==> src/rtl/rcfsa_pkg.sv <==
// Package for the RC frame checker and stick arming block.
// Holds the item structs, the internal command type and the register constants.
// No dependencies; every other file refers to it by scoped names.
`timescale 1ns / 1ps
`default_nettype none

package rcfsa_pkg;

  // Input item kinds as they arrive on the mode field.
  localparam logic [1:0] ModeFrameByte = 2'd0;
  localparam logic [1:0] ModeStickTick = 2'd1;
  localparam logic [1:0] ModeFailTick  = 2'd2;

  // Frame format.
  localparam logic [7:0] HdrFirst  = 8'hAA;
  localparam logic [7:0] HdrSecond = 8'hAF;
  // Position of the checksum byte in the shortest legal frame.
  localparam logic [7:0] MinEndPos = 8'd6;

  // Count limits.
  localparam logic [7:0] HoldSat = 8'd250;
  localparam logic [9:0] FsMax   = 10'd1023;

  // Channel slots in the committed channel array.
  localparam int unsigned ChRoll  = 0;
  localparam int unsigned ChPitch = 1;
  localparam int unsigned ChYaw   = 2;
  localparam int unsigned ChThr   = 3;
  localparam int unsigned NumCh   = 4;

  // Register indexes on the configuration port.
  localparam logic [1:0] RegMinCheck  = 2'd0;
  localparam logic [1:0] RegMaxCheck  = 2'd1;
  localparam logic [1:0] RegHoldTicks = 2'd2;
  localparam logic [1:0] RegFsLimit   = 2'd3;

  // Register reset values.
  localparam logic [7:0] MinCheckRst  = 8'd20;
  localparam logic [7:0] MaxCheckRst  = 8'd235;
  localparam logic [7:0] HoldTicksRst = 8'd100;
  localparam logic [9:0] FsLimitRst   = 10'd500;

  typedef struct packed {
    logic [1:0] mode;
    logic [7:0] frame_byte;
    logic       frame_end;
  } in_item_t;

  typedef struct packed {
    logic       armed;
    logic       calibrate_pulse;
    logic       frame_accepted;
    logic       frame_rejected;
    logic       failsafe_trip;
    logic [7:0] roll_value;
    logic [7:0] pitch_value;
    logic [7:0] yaw_value;
    logic [7:0] throttle_value;
  } out_item_t;

  // Decoded command handed from the front end to the execution side.
  typedef enum logic [2:0] {
    OP_BYTE     = 3'd0,
    OP_END      = 3'd1,
    OP_STICK    = 3'd2,
    OP_FAILSAFE = 3'd3,
    OP_NONE     = 3'd4
  } op_e;

  typedef struct packed {
    op_e        op;
    logic [7:0] data;
  } cmd_t;

  typedef struct packed {
    logic [7:0] min_check;
    logic [7:0] max_check;
    logic [7:0] hold_ticks;
    logic [9:0] failsafe_limit;
  } cfg_t;

endpackage

`default_nettype wire

==> src/rtl/rcfsa_front.sv <==
// Front end: accepts input beats and decodes them into commands.
// Depends on rcfsa_pkg for the item and command types.
`timescale 1ns / 1ps
`default_nettype none

module rcfsa_front (
  input  wire logic              in_valid_i,
  output logic                   in_ready_o,
  input  wire rcfsa_pkg::in_item_t in_data_i,
  output logic                   push_o,
  output rcfsa_pkg::cmd_t        cmd_o,
  input  wire logic              full_i
);

  assign in_ready_o = !full_i;
  assign push_o     = in_valid_i && !full_i;

  // A frame byte splits into an ordinary byte and the closing checksum byte.
  always_comb begin
    cmd_o.data = in_data_i.frame_byte;
    unique case (in_data_i.mode)
      rcfsa_pkg::ModeFrameByte: begin
        cmd_o.op = in_data_i.frame_end ? rcfsa_pkg::OP_END : rcfsa_pkg::OP_BYTE;
      end
      rcfsa_pkg::ModeStickTick: begin
        cmd_o.op = rcfsa_pkg::OP_STICK;
      end
      rcfsa_pkg::ModeFailTick: begin
        cmd_o.op = rcfsa_pkg::OP_FAILSAFE;
      end
      default: begin
        cmd_o.op = rcfsa_pkg::OP_NONE;
      end
    endcase
  end

endmodule

`default_nettype wire

==> src/rtl/rcfsa_queue.sv <==
// Two-entry command queue between the front end and the execution side.
// Depends on rcfsa_pkg for the command type.
`timescale 1ns / 1ps
`default_nettype none

module rcfsa_queue (
  input  wire logic            clk_i,
  input  wire logic            rst_ni,
  input  wire logic            push_i,
  input  wire rcfsa_pkg::cmd_t cmd_i,
  output logic                 full_o,
  output logic                 empty_o,
  input  wire logic            pop_i,
  output rcfsa_pkg::cmd_t      cmd_o
);

  rcfsa_pkg::cmd_t mem_q [2];
  logic       wr_ptr_q, wr_ptr_d;
  logic       rd_ptr_q, rd_ptr_d;
  logic [1:0] cnt_q, cnt_d;
  logic       do_pop;

  assign full_o  = (cnt_q == 2'd2);
  assign empty_o = (cnt_q == 2'd0);
  assign do_pop  = pop_i && !empty_o;
  assign cmd_o   = mem_q[rd_ptr_q];

  always_comb begin
    wr_ptr_d = push_i ? !wr_ptr_q : wr_ptr_q;
    rd_ptr_d = do_pop ? !rd_ptr_q : rd_ptr_q;
    cnt_d    = cnt_q + {1'b0, push_i} - {1'b0, do_pop};
  end

  always_ff @(posedge clk_i or negedge rst_ni) begin
    if (!rst_ni) begin
      wr_ptr_q <= 1'b0;
      rd_ptr_q <= 1'b0;
      cnt_q    <= 2'd0;
    end else begin
      wr_ptr_q <= wr_ptr_d;
      rd_ptr_q <= rd_ptr_d;
      cnt_q    <= cnt_d;
    end
  end

  always_ff @(posedge clk_i) begin
    if (push_i) begin
      mem_q[wr_ptr_q] <= cmd_i;
    end
  end

endmodule

`default_nettype wire

==> src/rtl/rcfsa_back.sv <==
// Execution side: frame checker, stick gesture logic, failsafe timer and
// the result register. Depends on rcfsa_pkg for command, config and item types.
`timescale 1ns / 1ps
`default_nettype none

module rcfsa_back (
  input  wire logic             clk_i,
  input  wire logic             rst_ni,
  input  wire rcfsa_pkg::cfg_t  cfg_i,
  input  wire logic             empty_i,
  input  wire rcfsa_pkg::cmd_t  cmd_i,
  output logic                  pop_o,
  output logic                  out_valid_o,
  input  wire logic             out_ready_i,
  output rcfsa_pkg::out_item_t  out_data_o
);

  logic [7:0] pos_q, pos_d;
  logic [7:0] sum_q, sum_d;
  logic       hdr_q, hdr_d;
  logic [7:0] staged_q [rcfsa_pkg::NumCh];
  logic [7:0] ch_q [rcfsa_pkg::NumCh];
  logic [7:0] ch_d [rcfsa_pkg::NumCh];
  logic [7:0] hold_q, hold_d;
  logic [9:0] fs_q, fs_d;
  logic       armed_q, armed_d;
  logic       out_valid_q, out_valid_d;
  rcfsa_pkg::out_item_t out_q, res;

  logic                        take;
  logic                        stage_we;
  logic [1:0]                  stage_idx;
  logic [rcfsa_pkg::NumCh-1:0] lo, hi;
  logic [7:0]                  hold_cnt;
  logic [9:0]                  fs_cnt;

  // A command moves on whenever the result register is free or being drained.
  assign take        = !empty_i && (!out_valid_q || out_ready_i);
  assign pop_o       = take;
  assign out_valid_o = out_valid_q;
  assign out_data_o  = out_q;

  // Stick flags always come from the committed channels.
  always_comb begin
    for (int i = 0; i < rcfsa_pkg::NumCh; i++) begin
      lo[i] = ch_q[i] < cfg_i.min_check;
      hi[i] = ch_q[i] > cfg_i.max_check;
    end
  end

  assign stage_idx = pos_q[1:0] - 2'd2;

  always_comb begin
    pos_d     = pos_q;
    sum_d     = sum_q;
    hdr_d     = hdr_q;
    ch_d      = ch_q;
    hold_d    = hold_q;
    fs_d      = fs_q;
    armed_d   = armed_q;
    stage_we  = 1'b0;
    hold_cnt  = hold_q;
    fs_cnt    = fs_q;
    res       = '0;

    unique case (cmd_i.op)
      rcfsa_pkg::OP_BYTE: begin
        if (pos_q == 8'd0) begin
          hdr_d = hdr_q && (cmd_i.data == rcfsa_pkg::HdrFirst);
        end else if (pos_q == 8'd1) begin
          hdr_d = hdr_q && (cmd_i.data == rcfsa_pkg::HdrSecond);
        end else if (pos_q <= 8'd5) begin
          stage_we = 1'b1;
        end
        sum_d = sum_q + cmd_i.data;
        if (pos_q != 8'hFF) begin
          pos_d = pos_q + 8'd1;
        end
      end
      rcfsa_pkg::OP_END: begin
        if (pos_q >= rcfsa_pkg::MinEndPos && hdr_q && cmd_i.data == sum_q) begin
          ch_d[rcfsa_pkg::ChYaw]   = ~staged_q[0];
          ch_d[rcfsa_pkg::ChThr]   = ~staged_q[1];
          ch_d[rcfsa_pkg::ChPitch] = ~staged_q[2];
          ch_d[rcfsa_pkg::ChRoll]  = ~staged_q[3];
          fs_d                     = 10'd0;
          res.frame_accepted       = 1'b1;
        end else begin
          res.frame_rejected = 1'b1;
        end
        pos_d = 8'd0;
        sum_d = 8'd0;
        hdr_d = 1'b1;
      end
      rcfsa_pkg::OP_STICK: begin
        if (|(lo | hi)) begin
          if (hold_q < rcfsa_pkg::HoldSat) begin
            hold_cnt = hold_q + 8'd1;
          end
        end else begin
          hold_cnt = 8'd0;
        end
        hold_d = hold_cnt;
        if (hold_cnt == cfg_i.hold_ticks) begin
          if (armed_q) begin
            if (&lo) begin
              armed_d = 1'b0;
            end
          end else if (hi[rcfsa_pkg::ChYaw] && lo[rcfsa_pkg::ChThr]) begin
            armed_d = 1'b1;
          end
          res.calibrate_pulse = lo[rcfsa_pkg::ChYaw] && hi[rcfsa_pkg::ChThr] &&
                                hi[rcfsa_pkg::ChRoll] && lo[rcfsa_pkg::ChPitch];
          hold_d = 8'd0;
        end
      end
      rcfsa_pkg::OP_FAILSAFE: begin
        if (fs_q > cfg_i.failsafe_limit) begin
          fs_cnt            = 10'd0;
          armed_d           = 1'b0;
          res.failsafe_trip = 1'b1;
        end
        fs_d = (fs_cnt != rcfsa_pkg::FsMax) ? fs_cnt + 10'd1 : fs_cnt;
      end
      default: begin
      end
    endcase

    res.armed          = armed_d;
    res.roll_value     = ch_d[rcfsa_pkg::ChRoll];
    res.pitch_value    = ch_d[rcfsa_pkg::ChPitch];
    res.yaw_value      = ch_d[rcfsa_pkg::ChYaw];
    res.throttle_value = ch_d[rcfsa_pkg::ChThr];

    out_valid_d = take || (out_valid_q && !out_ready_i);
  end

  always_ff @(posedge clk_i or negedge rst_ni) begin
    if (!rst_ni) begin
      pos_q       <= 8'd0;
      sum_q       <= 8'd0;
      hdr_q       <= 1'b1;
      hold_q      <= 8'd0;
      fs_q        <= 10'd0;
      armed_q     <= 1'b0;
      out_valid_q <= 1'b0;
      for (int i = 0; i < rcfsa_pkg::NumCh; i++) begin
        ch_q[i] <= 8'd0;
      end
    end else begin
      out_valid_q <= out_valid_d;
      if (take) begin
        pos_q   <= pos_d;
        sum_q   <= sum_d;
        hdr_q   <= hdr_d;
        hold_q  <= hold_d;
        fs_q    <= fs_d;
        armed_q <= armed_d;
        ch_q    <= ch_d;
      end
    end
  end

  // Staged channel bytes and the result payload carry no reset.
  always_ff @(posedge clk_i) begin
    if (take && stage_we) begin
      staged_q[stage_idx] <= cmd_i.data;
    end
    if (take) begin
      out_q <= res;
    end
  end

endmodule

`default_nettype wire

==> src/rtl/rc_frame_stick_arming_core.sv <==
// Top level of the RC frame checker with stick arming and failsafe.
// Depends on rcfsa_pkg, rcfsa_front, rcfsa_queue and rcfsa_back.
//
// Usage: every input beat carries a mode (frame byte, stick tick or failsafe
// tick), a frame byte and a frame end marker. Every accepted beat yields
// exactly one result beat with the armed state, the event pulses and the
// four committed channel values, in order.
// Both channels use a valid/ready handshake. The front end decodes each beat
// into a command and writes it into a two-entry queue; the back end takes one
// command per cycle while the result register is free or being drained,
// updates its state and loads the result register. An accepted beat is first
// written into the queue; its command is then loaded into the result register,
// which presents the result beat.
// Throughput: one beat per cycle, sustained, as long as the receiver takes
// results; every command is finished by the back end as it is taken.
// When the receiver stalls, the result register holds its beat, the back end
// stops, and the queue absorbs up to two more beats before in_ready_o drops.
// Reset clears the frame checker, the committed channels, the counters and
// the armed flag, empties the queue and loads the register reset values.
// Registers sit on an APB-style port at byte addresses 0, 4, 8 and 12 and
// should be written only while no beat is in flight.
`timescale 1ns / 1ps
`default_nettype none

module rc_frame_stick_arming_core (
  input  wire logic                 clk_i,
  input  wire logic                 rst_ni,
  input  wire logic                 in_valid_i,
  output logic                      in_ready_o,
  input  wire rcfsa_pkg::in_item_t  in_data_i,
  output logic                      out_valid_o,
  input  wire logic                 out_ready_i,
  output rcfsa_pkg::out_item_t      out_data_o,
  input  wire logic                 psel,
  input  wire logic                 penable,
  input  wire logic                 pwrite,
  input  wire logic [3:0]           paddr,
  input  wire logic [31:0]          pwdata,
  output logic [31:0]               prdata,
  output logic                      pready
);

  rcfsa_pkg::cfg_t cfg_q;
  logic [1:0]      reg_idx;
  logic            reg_we;

  logic            push;
  logic            full;
  logic            empty;
  logic            pop;
  rcfsa_pkg::cmd_t front_cmd;
  rcfsa_pkg::cmd_t back_cmd;

  // Register file. The port never inserts wait states.
  assign pready  = 1'b1;
  assign reg_idx = paddr[3:2];
  assign reg_we  = psel && penable && pwrite;

  always_ff @(posedge clk_i or negedge rst_ni) begin
    if (!rst_ni) begin
      cfg_q.min_check      <= rcfsa_pkg::MinCheckRst;
      cfg_q.max_check      <= rcfsa_pkg::MaxCheckRst;
      cfg_q.hold_ticks     <= rcfsa_pkg::HoldTicksRst;
      cfg_q.failsafe_limit <= rcfsa_pkg::FsLimitRst;
    end else if (reg_we) begin
      unique case (reg_idx)
        rcfsa_pkg::RegMinCheck:  cfg_q.min_check      <= pwdata[7:0];
        rcfsa_pkg::RegMaxCheck:  cfg_q.max_check      <= pwdata[7:0];
        rcfsa_pkg::RegHoldTicks: cfg_q.hold_ticks     <= pwdata[7:0];
        rcfsa_pkg::RegFsLimit:   cfg_q.failsafe_limit <= pwdata[9:0];
        default: begin
        end
      endcase
    end
  end

  always_comb begin
    unique case (reg_idx)
      rcfsa_pkg::RegMinCheck:  prdata = {24'd0, cfg_q.min_check};
      rcfsa_pkg::RegMaxCheck:  prdata = {24'd0, cfg_q.max_check};
      rcfsa_pkg::RegHoldTicks: prdata = {24'd0, cfg_q.hold_ticks};
      rcfsa_pkg::RegFsLimit:   prdata = {22'd0, cfg_q.failsafe_limit};
      default:                 prdata = 32'd0;
    endcase
  end

  // Decode incoming beats into commands.
  rcfsa_front u_front (
    .in_valid_i (in_valid_i),
    .in_ready_o (in_ready_o),
    .in_data_i  (in_data_i),
    .push_o     (push),
    .cmd_o      (front_cmd),
    .full_i     (full)
  );

  // Decouples acceptance from execution so each side can stall on its own.
  rcfsa_queue u_queue (
    .clk_i   (clk_i),
    .rst_ni  (rst_ni),
    .push_i  (push),
    .cmd_i   (front_cmd),
    .full_o  (full),
    .empty_o (empty),
    .pop_i   (pop),
    .cmd_o   (back_cmd)
  );

  // Frame checker, gesture logic, failsafe timer and the result register.
  rcfsa_back u_back (
    .clk_i       (clk_i),
    .rst_ni      (rst_ni),
    .cfg_i       (cfg_q),
    .empty_i     (empty),
    .cmd_i       (back_cmd),
    .pop_o       (pop),
    .out_valid_o (out_valid_o),
    .out_ready_i (out_ready_i),
    .out_data_o  (out_data_o)
  );

endmodule

`default_nettype wire
==> config.mk <==
export PLATFORM = sky130hd
export DESIGN_NAME = rc_frame_stick_arming_core
export DESIGN_NICKNAME = d
export VERILOG_FILES = /design/src/rtl/rcfsa_pkg.sv /design/src/rtl/rcfsa_front.sv /design/src/rtl/rcfsa_queue.sv /design/src/rtl/rcfsa_back.sv /design/src/rtl/rc_frame_stick_arming_core.sv
export SDC_FILE = /design/constraint.sdc
export NUM_CORES = 1
export LEC_CHECK = 0
export BUFFER_PORTS_ARGS = -buffer_cell sky130_fd_sc_hd__buf_2
export CAP_MARGIN = 10
export CELL_PAD_IN_SITES_DETAIL_PLACEMENT = 0
export CELL_PAD_IN_SITES_GLOBAL_PLACEMENT = 1
export CORE_UTILIZATION = 50
export CTS_CLUSTER_SIZE = 10
export DETAILED_ROUTE_END_ITERATION = 6
export HOLD_SLACK_MARGIN = 0.06
export PLACE_DENSITY = 0.83
export SLEW_MARGIN = 40
export SYNTH_ARGS = -nofsm -noshare
export SYNTH_HDL_FRONTEND = slang
export SYNTH_SLANG_ARGS = --single-unit
==> constraint.sdc <==
create_clock -name clk_i -period 8.4 [get_ports clk_i]
set_clock_uncertainty 0.1 [all_clocks]
set_input_delay 1.68 -clock clk_i [delete_from_list [all_inputs] [get_ports clk_i]]
set_output_delay 1.68 -clock clk_i [all_outputs]
set_load 0.005 [all_outputs]
# == Word-level counts from Yosys, hierarchy flattened ==
# Memories as Yosys holds them, arrays and structs flattened.
# Index checks and enable logic that the tools add are counted.
# op_classes
bitwise_logic,5
n_mul,0
reduce_logical,42
n_eq_ne,19
div_mod_pow,0
magnitude_cmp,12
muxes,37
addsub,7
shifts,0
# op_table
op,count
$pmux 32 s4,1
$mux 32,2
$mux 10,4
$mux 8,5
$gt 8x8->1,4
$lt 8x8->1,4
$not 8->8,4
$pmux 8 s2,2
$pmux 10 s2,1
$mux 1,19
$add 8x1->8 const B,2
$eq 8x8->1,2
$eq 8x8->1 const B,2
$logic_and 1x1->1,15
$reduce_and 2->1,7
$add 10x1->10 const B,1
$gt 10x10->1,1
$ne 10x10->1 const B,1
$pmux 3 s3,1
$reduce_and 3->1,3
$add 8x8->8,1
$eq 2x2->1 const B,4
$eq 8x1->1 const B,1
$ge 8x3->1 const B,1
other kinds (21),34
# totals
memories,2
out_inout_bits,72
mem_bits_rw,54
latchBits,0
in_bits,54
regBits,144
rom_bits,0
# mem_list
name,words,width,read_ports,rd_clocked_by_memory_dff,write_ports,line,source
u_back.staged_q,4,8,4,0,1,rcfsa_back.sv:21,logic [7:0] staged_q [rcfsa_pkg::NumCh];
u_queue.mem_q,2,11,1,0,1,rcfsa_queue.sv:17,rcfsa_pkg::cmd_t mem_q [2];

# == Depth between registers and ports, before layout ==
# Gate-level depths: netlist of the first run.
# depth
ltp_word,8
ltp_mapped,16

# == Hierarchy ==
# From an unflattened synthesis of the first run, not the netlist that was laid out.
# unflattened
cells_unflattened,966
area_unflattened_um2,10701.5
# by_module_without_submodules
module,seq_area_each_um2,area_each_um2,cells_each,n_inst
rcfsa_back,3799.9,7813.7,787,1
rc_frame_stick_arming_core,872.1,1729.2,112,1
rcfsa_queue,760.7,1027.2,51,1
rcfsa_front,0.0,131.4,16,1

# == Worst setup path before layout of the first run ==
# OpenSTA, ideal clock, no wires.
# synth_timing
kind,input to output
start,input paddr[3]
end,output prdata[0]
arrival_time_ps,2689
path_stages,2
n_path_buf,1
t_required_ps,6620
setup_slack_ps,3931
path_cell_list,buf_1 mux4_2
# synth_via
elab_chain_cells,2
elab_cells_between_ends,5
cone_classes,eq/ne: 3; mux: 1; reduce/logical: 1
# synth_lines
item,line,source
from (decl),rc_frame_stick_arming_core.sv:37,"input wire logic [3:0] paddr,"
"$eq 2x2->1, or another cell as far along",rc_frame_stick_arming_core.sv:78,unique case (reg_idx)
$pmux 32 s4 (*),rc_frame_stick_arming_core.sv:78,
to (decl),rc_frame_stick_arming_core.sv:39,"output logic [31:0] prdata,"
# Mark *: on every way between the ends. The rest lies on a longest branch, timed or not. The select of a mux whose other input is x is not followed.

# == Worst setup path after layout of the first run ==
# layout_timing
start,input paddr[3]
end,output prdata[4]
# Same word-level chain as after synthesis.

==> results of run 1 <==
## metal layers
| layer | share of wire (%) | wire, µm | up-vias | global-route usage (%) |
|---|---|---|---|---|
| li1 | - | - | 3551 | - |
| met2 | 49 | 11120 | 126 | 36.99 |
| met4 | 1.3 | 291 | 0 | 6.042 |
| met3 | 2.9 | 660 | 19 | 4.094 |
| met1 | 47 | 10680 | 3458 | 30.58 |
| met5 | 0 | 0 | - | 0 |
## flip-flops by register name, summed over array words and instances (netlist names)
| name | cells |
|---|---|
| u_back.ch_q | 32 |
| u_queue.rd_ptr_q | 1 |
| u_back.out_valid_o | 1 |
| u_back.sum_q | 8 |
| u_back.hdr_q | 1 |
| u_back.staged_q | 32 |
| u_back.out_data_o | 37 |
| u_back.armed_q | 1 |
| cfg_q | 34 |
| u_queue.cnt_q | 2 |
| u_back.fs_q | 10 |
| u_back.hold_q | 8 |
| u_back.pos_q | 8 |
| u_queue.wr_ptr_q | 1 |
| u_queue.mem_q | 22 |
## final timing paths
kind                                  startpoint                to  slack (ns)  cells past startpoint
max                                     paddr[3]         prdata[4]        3.91                      3
min in group asynchronous                 rst_ni  u_back.hold_q[3]        1.13                      1
max reg2reg                             cfg_q[4]    u_back.fs_q[2]        4.32                     15
min reg2reg                u_back.staged_q[3][4]   u_back.ch_q[28]        0.35                      1
min                        u_back.staged_q[3][4]   u_back.ch_q[28]        0.35                      1
max in group asynchronous                 rst_ni      u_back.hdr_q        5.89                      3
## cells by family (layout without fill, tap and decap cells)
kind of cell | Yosys count | after routing
other cells | 2 | 23
flops | 198 | 198
xor+xnor | 29 | 29
compound gates | 225 | 225
fa+ha+maj | 88 | 88
simple gates | 264 | 264
mux | 38 | 38
buf+inv | 97 | 165
## report_power, final
| group | switching (W) | internal, W | total (W) |
|---|---|---|---|
| clock | 0.000406 | 0.000460 | 0.000866 |
| sequential | 0.000146 | 0.00126 | 0.00140 |
| combinational | 0.000534 | 0.000380 | 0.000914 |
| total | 0.00109 | 0.00210 | 0.00318 |
## placed cells by master, fill, tap and decap left out, drive strengths merged, types with 6 or more instances in the layout
| cell | count |
|---|---|
| nand2 | 128 |
| o21ai | 100 |
| edfxtp | 91 |
| dfrtp | 89 |
| ha | 87 |
| buf | 86 |
| inv | 54 |
| nor2 | 45 |
| a21oi | 37 |
| mux2 | 25 |
| conb | 23 |
| dfstp | 18 |
| clkbuf | 17 |
| nand4 | 16 |
| xor2 | 15 |
| xnor2 | 14 |
| nand3 | 14 |
| a21o | 13 |
| nor3 | 10 |
| o22ai | 9 |
| o211ai | 9 |
| mux4 | 8 |
| nor2b | 8 |
| a22o | 8 |
| nand2b | 7 |
| a31oi | 7 |
| and4 | 7 |
| and3 | 6 |
| and2 | 6 |
| o21bai | 6 |
| o31ai | 6 |
## Yosys cell counts, types with 15 or more instances
library cell / instances / share of area, %
a21oi_1: 37 / 1.8
buf_4: 25 / 1.8
clkbuf_1: 18 / 0.65
dfrtp_1: 89 / 21
dfstp_2: 18 / 4.5
edfxtp_1: 91 / 26
ha_1: 87 / 10
inv_1: 47 / 1.7
mux2_2: 25 / 2.7
nand2_1: 127 / 4.6
nand4_1: 16 / 0.96
nor2_1: 45 / 1.6
o21ai_0: 96 / 4.6
xor2_1: 15 / 1.3
## area by class of cell
cell class | count | area (µm²)
timing repair buffer | 86 | 465.4
tap | 270 | 337.8
clock buffer | 17 | 425.4
clock inverter | 15 | 202.7
multi-input combinational | 667 | 4638
sequential | 198 | 5433
inverter | 47 | 176.4
fill | 1757 | 8686
## critical path, stage by stage
cell and delay (ns):
buf_2 0.30, mux4_2 0.58, buf_2 0.15
## stage by stage
step	instances	cell area, µm²	hold WS [ns]	utilization [%]	setup slack [ns]
floorplan	962	10530	0.3337	-	3.931
CTS	1300	11680	0.3467	57.35	3.896
global placement	1267	11030	0.3391	54.14	3.916
finish	1300	11680	0.3491	57.35	3.913
detailed placement	1268	11050	0.3485	54.26	3.898
global route	1300	11680	0.3737	57.35	3.877
==> reports/summary.log, run 1 <==
[sta] final period utilization 53.42%
[die] number of rows in the core area 52
[routing] DRC 0
[pwr] Max rail drop VDD 183.2 µV
[grt] largest net degree at the start of global routing 67
[die] number of top-level pins 126
[layout] antenna diode instance count 0
[sta] Setup violations, final 0
[setup_path] CP Launch Type input pin
[sta] Max Clock Freq 222.9 MHz
[die] initial standard-cell utilization of the core 51.33%
[pwr] Tot Pwr 0.003184 W
[die] die area 0.02149 mm²
[clock_tree] clock slew at the register clock pins of the worst setup and hold paths 0.08 ns
[setup_path] sort of element at the end of the critical path output port
[clock_tree] number of clock buffers inserted by TritonCTS 17
[clock_tree] TritonCTS clock tree done
[sta] Final TNS setup 0 ns
[sta] number of max-slew violations in the final report 0
[hold_path] class of the tightest hold or removal check reg2reg
[die] Core Area 0.02036 mm²
[setup_path] required time worst endpoint 6.62 ns
[pwr] static power due to leakage 5.089 nW
[grt] GR Overflow Total 0
[grt] number of antenna violations at the first check in global routing 0
[synthesis] combinational family with the most area after synthesis compound AO/OA/AOI/OAI gates
[synthesis] Post-Synth Adder-Cell Area 10.60%
[synthesis] number of enable-type register cells in the synthesized netlist 91
[synthesis] Avg Cell Area, Syn 11.11 µm²
[place] routability congestion estimate 0.8160
[clock_tree] number of buffers on the longest clock path 2
[routing] starting DRC count in detailed routing 371
[synthesis] primary flip-flop cell chosen by synthesis mapping edfxtp_1
[routing] number of vias after detailed routing 7154
[synthesis] count of state elements after synthesis 198
[sta] headroom to the max-slew limit 53.19%
[routing] Vias per Instance 5.503
[sta] Slew @ Worst Pin 0.6975 ns
[clock_tree] library cell used as clock root buffer clkbuf_16
[clock_tree] post-CTS sizing 0
[synthesis] Post-Synth Simple-Gate Area 11.84%
[sta] unrepaired setup endpoints after global routing false
[layout] number of nets in the layout 1159
[outcome] status finished clean
[setup_path] critical path fanouts, max 12
[place] HPWL Detailed 16410 µm
[clock_tree] Hold-fix buffers, CTS 0
[synthesis] complex-gate fraction of the synthesized area 13.68%
[synthesis] area of the mapped netlist 0.01045 mm²
[synthesis] portion of netlist area occupied by mux cells 4.895%
[pwr] Power Dens Cells 272.7 mW/mm²
[grt] GR Util All Layers 22.48%
[clock_tree] number of buffers inserted by post-CTS setup repair 0
[routing] number of detailed-routing iterations run before antenna repair 7
[synthesis] synthesized instance count 941
[place] Port-buffer cells 78
[die] overall die height 146.6 µm
[clock_tree] clock sinks 198
[synthesis] sequential fraction of the synthesis area 51.97%
[synthesis] number of warning messages in the yosys log 0
[die] die extent in x 146.6 µm
[routing] remaining number of nets flagged by the antenna check after routing 0
[routing] wire length per cell after detailed routing 17.50 µm
[sta] count of endpoints failing hold in the final timing report 0
[clock_tree] H-Tree Depth 4
[grt] via count of the first global-routing pass 6942
[setup_path] class of the most critical setup path in2out
[layout] area growth from synthesis to layout 11.72%
[setup_path] arrival time of data at the critical path endpoint 2.71 ns
[synthesis] xor and xnor fraction of the mapped netlist area 2.430%
[clock_tree] latest clock arrival within the worst-skew pair 0.44 ns
[synthesis] async set-or-reset flop fraction in the synthesized netlist 54.04%
[layout] layout cell share with drive strength beyond 1 18.16%
[synthesis] Yosys cell types 73
[grt] global-route wire length before repair 37200 µm
[job] max-cap check violation count 0
[sta] Period minus WS final 4.487 ns
[routing] wire length reported by the detailed router 22760 µm
Power figures use the tool's default switching activity.
==> inputs of run 2 (changes only) <==
--- a/config.mk
+++ b/config.mk
@@ -9,11 +9,11 @@
 export CAP_MARGIN = 10
 export CELL_PAD_IN_SITES_DETAIL_PLACEMENT = 0
 export CELL_PAD_IN_SITES_GLOBAL_PLACEMENT = 1
-export CORE_UTILIZATION = 50
+export CORE_UTILIZATION = 47
 export CTS_CLUSTER_SIZE = 10
 export DETAILED_ROUTE_END_ITERATION = 6
 export HOLD_SLACK_MARGIN = 0.06
-export PLACE_DENSITY = 0.83
+export PLACE_DENSITY = 0.79
 export SLEW_MARGIN = 40
 export SYNTH_ARGS = -nofsm -noshare
 export SYNTH_HDL_FRONTEND = slang
==> constraint.sdc (replaced) <==
create_clock -name clk_i -period 4.62 [get_ports clk_i]
set_clock_uncertainty 0.1 [all_clocks]
set_input_delay 0.924 -clock clk_i [delete_from_list [all_inputs] [get_ports clk_i]]
set_output_delay 0.924 -clock clk_i [all_outputs]
set_load 0.005 [all_outputs]
==> run 2 against run 1 <==
  * Sequential power increased by 83%
  * Hold slack better by 0.0032 ns
  * Wire length is 0.56% lower
  * Via count down 1.6%
  * Utilization shrank 3.9 points
  * Largest power group unchanged
  * Total power increased by 79%
  * Non-clock buffer count is 2 higher
  * Setup slack got worse by 3.0 ns
  * Count of clock-buffer cells in the layout increased by 3
  * Register-to-register slack worse by 3.5 ns
  * Critical path depth up 13
  * First-iteration DRC count decreased by 1.9%
==> reports/summary.log, run 2 (synthesized netlist as in run 1, its figures left out) <==
[layout] antenna diode instance count 0 [unchanged]
[grt] GR Util All Layers 21.35% [was 22.48%]
[setup_path] Worst Path Buf+Inv 2 [unchanged]
[routing] number of detailed-routing iterations run before antenna repair 4 [was 7]
[setup_path] Critical Path Slowest Stage Cell dfstp_2 [was mux4_2]
[layout] highest-count cells in the layout ignoring fill and taps nand2_1 (127), o21ai_0 (96), edfxtp_1 (91) [unchanged]
[sta] Setup violations, final 0 [unchanged]
[clock_tree] post-CTS sizing 0 [unchanged]
[sta] unrepaired setup endpoints after global routing false [unchanged]
[clock_tree] number of clock buffers inserted by TritonCTS 17 [unchanged]
[routing] starting DRC count in detailed routing 364 [was 371]
[setup_path] launching instance or port of the critical path cfg_q[4] [was paddr[3]]
[sta] headroom to the max-slew limit 52.39% [was 53.19%]
[grt] global-route wire length before repair 36480 µm [was 37200 µm]
[die] Core Area 0.02182 mm² [was 0.02036 mm²]
[routing] DRC 0 [unchanged]
[layout] layout cell share with drive strength beyond 1 18.12% [was 18.16%]
[pwr] Power Dens Cells 489.4 mW/mm² [was 272.7 mW/mm²]
[setup_path] CP cell instances inv_1, ha_1, and3_1, and3_1, a221o_1, o21ai_1, buf_4, and2_1, ha_1, nand2_1, or2_2, nor2_1, nand2_1, nand2_1, xor2_1, a22o_1 [was buf_2, mux4_2, buf_2]
[clock_tree] clock slew at the register clock pins of the worst setup and hold paths 0.08 ns [about the same]
[die] number of rows in the core area 54 [was 52]
[routing] number of vias after detailed routing 7043 [was 7154]
[pwr] Max rail drop VDD 366.6 µV [was 183.2 µV]
[sta] Max Clock Freq 266.5 MHz
[layout] post-route cell area 0.01167 mm² [was 0.01168 mm²]
[clock_tree] number of buffers inserted by post-CTS setup repair 0 [unchanged]
[die] die extent in x 151.1 µm [was 146.6 µm]
[setup_path] sort of element at the end of the critical path flip-flop [was output port]
[routing] Vias per Instance 5.368 [was 5.503]
[sta] final period utilization 81.23%
[setup_path] CP Launch Type flip-flop [was input pin]
[die] initial standard-cell utilization of the core 47.90% [was 51.33%]
[routing] remaining number of nets flagged by the antenna check after routing 0 [unchanged]
[layout] most common cell after layout, fill and taps aside nand2_1 [unchanged]
[setup_path] longest individual stage delay on the worst path 0.54 ns [was 0.58 ns]
[setup_path] family of cells with the greatest summed delay on the critical path simple AND/OR/NAND/NOR gates [was multiplexers]
[layout] area growth from synthesis to layout 11.62% [was 11.72%]
[routing] wire length reported by the detailed router 22630 µm [was 22760 µm]
[sta] count of endpoints failing hold in the final timing report 0 [unchanged]
[sta] Period minus WS final 3.753 ns
[routing] wire length per cell after detailed routing 17.25 µm [was 17.50 µm]
[place] HPWL Detailed 16530 µm [was 16410 µm]
[setup_path] reg2reg start cfg_q[4] [unchanged]
[layout] number of nets in the layout 1161 [was 1159]
[clock_tree] library cell used as clock root buffer clkbuf_16 [unchanged]
[die] overall die height 151.1 µm [was 146.6 µm]
[grt] GR Overflow Total 0 [unchanged]
[pwr] static power due to leakage 5.088 nW [was 5.089 nW]
[clock_tree] TritonCTS clock tree done [unchanged]
[clock_tree] Hold-fix buffers, CTS 0 [unchanged]
[die] number of top-level pins 126 [unchanged]
[sta] Final TNS setup 0 ns [unchanged]
[place] Port-buffer cells 78 [unchanged]
[clock_tree] latest clock arrival within the worst-skew pair 0.44 ns [about the same]
[die] die area 0.02284 mm² [was 0.02149 mm²]
[clock_tree] number of buffers on the longest clock path 2 [unchanged]
[setup_path] critical path fanouts, max 11 [was 12]
[clock_tree] clock sinks 198 [unchanged]
[clock_tree] H-Tree Depth 4 [unchanged]
[setup_path] most used cell along the critical path nand2_1 [was buf_2]
[job] max-cap check violation count 0 [unchanged]
[place] cell area reported after detailed placement 0.01106 mm² [was 0.01105 mm²]
[sta] Slew @ Worst Pin 0.7142 ns [was 0.6975 ns]
[place] routability congestion estimate 0.8211 [was 0.8160]
[setup_path] required time worst endpoint 4.85 ns [was 6.62 ns]
[outcome] status finished clean [unchanged]
[grt] number of antenna violations at the first check in global routing 0 [unchanged]
[hold_path] class of the tightest hold or removal check reg2reg [unchanged]
[setup_path] class of the most critical setup path reg2reg [was in2out]
[hold_path] launch instance of the worst min-delay path u_back.staged_q[0][1] [was u_back.staged_q[3][4]]
[layout] flip-flop count of the largest register, all copies and words added 37 [unchanged]
[grt] largest net degree at the start of global routing 65 [was 67]
[sta] number of max-slew violations in the final report 0 [unchanged]
[setup_path] arrival time of data at the critical path endpoint 3.98 ns [was 2.71 ns]
[grt] via count of the first global-routing pass 6839 [was 6942]
run 2: layer usage:
layer | part of all wire, % | global-route usage, % | wire [µm] | vias up
met2 | 50 | 36.12 | 11270 | 102
met4 | 1.2 | 5.300 | 262 | 0
met1 | 46 | 28.39 | 10430 | 3382
met5 | 0 | 0 | 0 | -
li1 | - | - | - | 3542
met3 | 3.0 | 3.795 | 668 | 17
run 2: final cells by class:
type	instances	area, µm²
fillers	1907	10150
flip-flops and latches	198	5433
multi-input cells	667	4636
clock buffers	20	479.2
repair buffers	88	467.9
well taps	280	350.3
inverters	47	176.4
clock inverters	12	126.4
run 2: worst paths after layout:
check | end | slack, ns | cells after the start
worst max-delay path | u_back.fs_q[2] | 0.87 | 16
worst min-delay path | u_back.ch_q[9] | 0.35 | 1
worst max register to register | u_back.fs_q[2] | 0.87 | 16
worst min register to register | u_back.ch_q[9] | 0.35 | 1
max in group asynchronous | u_back.hdr_q | 3.07 | 2
min in group asynchronous | u_back.hold_q[3] | 0.43 | 1
run 2: metrics by stage:
step                total power, W  util (%)  cells  worst slack, ns  hold slack (ns)
finish                    0.005710     53.47   1312           0.8672           0.3523
global route              0.006067     53.47   1312           0.5625           0.3718
CTS                       0.005770     53.47   1312           0.8734           0.3517
detailed placement        0.004258     50.69   1280           0.9020           0.3463
global placement          0.004216     50.68   1280           0.9361           0.3398
floorplan                 0.003690         -    962            1.034           0.3337
run 2: where the power goes:
group          internal, W  switching (W)
sequential         0.00229       0.000271
combinational     0.000687       0.000964
clock             0.000785       0.000715
total              0.00376        0.00195
==> inputs of run 3 (changes only) <==
==> constraint.sdc (replaced) <==
create_clock -name clk_i -period 3.8 [get_ports clk_i]
set_clock_uncertainty 0.1 [all_clocks]
set_input_delay 0.76 -clock clk_i [delete_from_list [all_inputs] [get_ports clk_i]]
set_output_delay 0.76 -clock clk_i [all_outputs]
set_load 0.005 [all_outputs]
==> run 3 against run 2 <==
  * Sequential share of layout area down 0.50 points
  * Critical endpoint unchanged
  * Count of clock-buffer cells in the layout shrank 1
  * Total power is 23% higher
  * Combinational power rose by 27%
  * Register-to-register slack got worse by 0.52 ns
  * Sequential cell count stayed put
  * Non-clock buffer count grew 11
==> reports/summary.log, run 3 (synthesized netlist as in run 1, its figures left out) <==
[place] cell area reported after detailed placement 0.01118 mm² [was 0.01106 mm²]
[layout] final-layout fill cell count 1898 [was 1907]
[die] die area 0.02284 mm² [unchanged]
[die] overall die height 151.1 µm [unchanged]
[setup_path] CP Launch Type flip-flop [unchanged]
[routing] starting DRC count in detailed routing 373 [was 364]
[grt] GR Util All Layers 21.33% [was 21.35%]
[grt] GR Overflow Total 0 [unchanged]
[sta] Max Clock Freq 289.9 MHz [was 266.5 MHz]
[sta] worst-case hold slack 0.2693 ns [was 0.3523 ns]
[routing] DRC 0 [unchanged]
[sta] count of endpoints failing hold in the final timing report 0 [unchanged]
[layout] antenna diode instance count 0 [unchanged]
[clock_tree] latest clock arrival within the worst-skew pair 0.43 ns [was 0.44 ns]
[routing] Vias per Instance 5.416 [was 5.368]
[setup_path] required time worst endpoint 4.02 ns [was 4.85 ns]
[layout] flip-flop count of the largest register, all copies and words added 37 [unchanged]
[routing] remaining number of nets flagged by the antenna check after routing 0 [unchanged]
[setup_path] sort of element at the end of the critical path flip-flop [unchanged]
[sta] Slew @ Worst Pin 0.6915 ns [was 0.7142 ns]
[sta] Final TNS setup 0 ns [unchanged]
[routing] number of detailed-routing iterations run before antenna repair 4 [unchanged]
[die] initial standard-cell utilization of the core 47.90% [unchanged]
[outcome] status finished clean [unchanged]
[layout] area growth from synthesis to layout 12.84% [was 11.62%]
[clock_tree] TritonCTS clock tree done [unchanged]
[die] Core Area 0.02182 mm² [unchanged]
[grt] number of antenna violations at the first check in global routing 0 [unchanged]
[clock_tree] library cell used as clock root buffer clkbuf_16 [unchanged]
[sta] number of max-slew violations in the final report 0 [unchanged]
[setup_path] Register-to-Register Path Depth 15 [was 16]
[routing] wire length per cell after detailed routing 17.15 µm [was 17.25 µm]
[grt] via count of the first global-routing pass 6909 [was 6839]
[sta] Setup violations, final 0 [unchanged]
[sta] headroom to the max-slew limit 53.25% [was 52.39%]
[setup_path] class of the most critical setup path reg2reg [unchanged]
[sta] Period minus WS final 3.450 ns [was 3.753 ns]
[clock_tree] clock slew at the register clock pins of the worst setup and hold paths 0.08 ns [about the same]
[layout] post-route cell area 0.01180 mm² [was 0.01167 mm²]
[setup_path] critical path fanouts, max 9 [was 11]
[layout] final non-filler cell total 1323 [was 1312]
[sta] final period utilization 90.79% [was 81.23%]
[layout] highest-count cells in the layout ignoring fill and taps nand2_1 (126), o21ai_0 (96), edfxtp_1 (91) [was nand2_1 (127), o21ai_0 (96), edfxtp_1 (91)]
[place] HPWL Detailed 16680 µm [was 16530 µm]
[clock_tree] clock sinks 198 [unchanged]
[setup_path] reg2reg start cfg_q[4] [unchanged]
[die] number of top-level pins 126 [unchanged]
[layout] most common cell after layout, fill and taps aside nand2_1 [unchanged]
[job] max-cap check violation count 0 [unchanged]
[hold_path] class of the tightest hold or removal check in2async [was reg2reg]
[setup_path] arrival time of data at the critical path endpoint 3.67 ns [was 3.98 ns]
[setup_path] worst reg2reg setup slack 0.35 ns [was 0.87 ns]
[routing] wire length reported by the detailed router 22680 µm [was 22630 µm]
[place] routability congestion estimate 0.8291 [was 0.8211]
[die] die extent in x 151.1 µm [unchanged]
[place] count of placed standard cells including taps 1291 [was 1280]
[layout] number of nets in the layout 1172 [was 1161]
[pwr] static power due to leakage 5.156 nW [was 5.088 nW]
[clock_tree] number of buffers inserted by post-CTS setup repair 0 [unchanged]
[pwr] Max rail drop VDD 441.3 µV [was 366.6 µV]
[routing] number of vias after detailed routing 7166 [was 7043]
[clock_tree] number of buffers on the longest clock path 2 [unchanged]
[layout] layout cell share with drive strength beyond 1 19.08% [was 18.12%]
[clock_tree] number of clock buffers inserted by TritonCTS 17 [unchanged]
[pwr] Power Dens Cells 596.4 mW/mm² [was 489.4 mW/mm²]
[die] number of rows in the core area 54 [unchanged]
[clock_tree] H-Tree Depth 4 [unchanged]
[setup_path] endpoint of the worst-slack reg-to-reg timing path u_back.fs_q[2] [unchanged]
[grt] largest net degree at the start of global routing 66 [was 65]
[sta] unrepaired setup endpoints after global routing false [unchanged]
[place] Port-buffer cells 78 [unchanged]
[grt] global-route wire length before repair 36570 µm [was 36480 µm]
## run 3: repair_timing
item / 4_1_cts / 5_1_grt
hold buffers: 0 / 0
endpoints found under the hold margin: 0 / 0
endpoints found under the setup margin: 0 / 3
resized for setup: 0 / 1
## run 3: how the worst max path moves through the flow
stage | slack [ns] | start | cells past startpoint | endpoint
after detailed placement | 0.28 | cfg_q[4] | 15 | u_back.fs_q[2]
after global routing | 0.05 | cfg_q[4] | 15 | u_back.fs_q[2]
final | 0.35 | cfg_q[4] | 15 | u_back.fs_q[2]
after global placement | 0.31 | cfg_q[4] | 15 | u_back.fs_q[2]
after CTS | 0.27 | cfg_q[4] | 15 | u_back.fs_q[2]
after floorplan | 0.38 | out_ready_i | 9 | u_back.pos_q[7]
## run 3: cell type report
class	instances	area, µm²	area share, %
sequential	198	5433	46.05
multi-input combinational	667	4638	39.32
timing repair buffer	99	588.1	4.985
clock buffer	19	454.2	3.850
tap	280	350.3	2.970
inverter	47	176.4	1.496
clock inverter	13	156.4	1.326
## run 3: per-layer routing
layer | track usage, % | vias up | routed length (µm)
met2 | 35.76 | 117 | 11250
met1 | 28.53 | 3465 | 10500
li1 | - | 3568 | -
met4 | 5.300 | 0 | 244
met5 | 0 | - | 0
met3 | 3.916 | 16 | 688
## run 3: critical path: stages (launching register included)
cell     delay [ns]
dfstp_2        0.53
inv_1          0.07
ha_1           0.31
and3_1         0.20
and3_1         0.19
a221o_1        0.31
o21ai_1        0.22
and2_1         0.19
ha_1           0.16
nand2_1        0.07
or2_2          0.31
nor2_1         0.18
nand2_2        0.16
nand2_1        0.12
xor2_1         0.07
a22o_1         0.17
## run 3: where the power goes
part | leakage, nW | switching, W | internal [W]
clock network | 0.295 | 0.000864 | 0.000979
registers | 2.23 | 0.000322 | 0.00278
logic | 2.63 | 0.00119 | 0.000895
## run 3: per-stage QoR
| step | total power [W] | util, % | setup slack (ns) |
|---|---|---|---|
| 6_report | 0.007035 | 54.05 | 0.3499 |
| 3_3_place_gp | 0.005197 | 51.23 | 0.3110 |
| 2_1_floorplan | 0.004486 | - | 0.3775 |
| 4_1_cts | 0.007110 | 54.04 | 0.2667 |
| 5_1_grt | 0.007479 | 54.05 | 0.05160 |
| 3_5_place_dp | 0.005252 | 51.24 | 0.2842 |
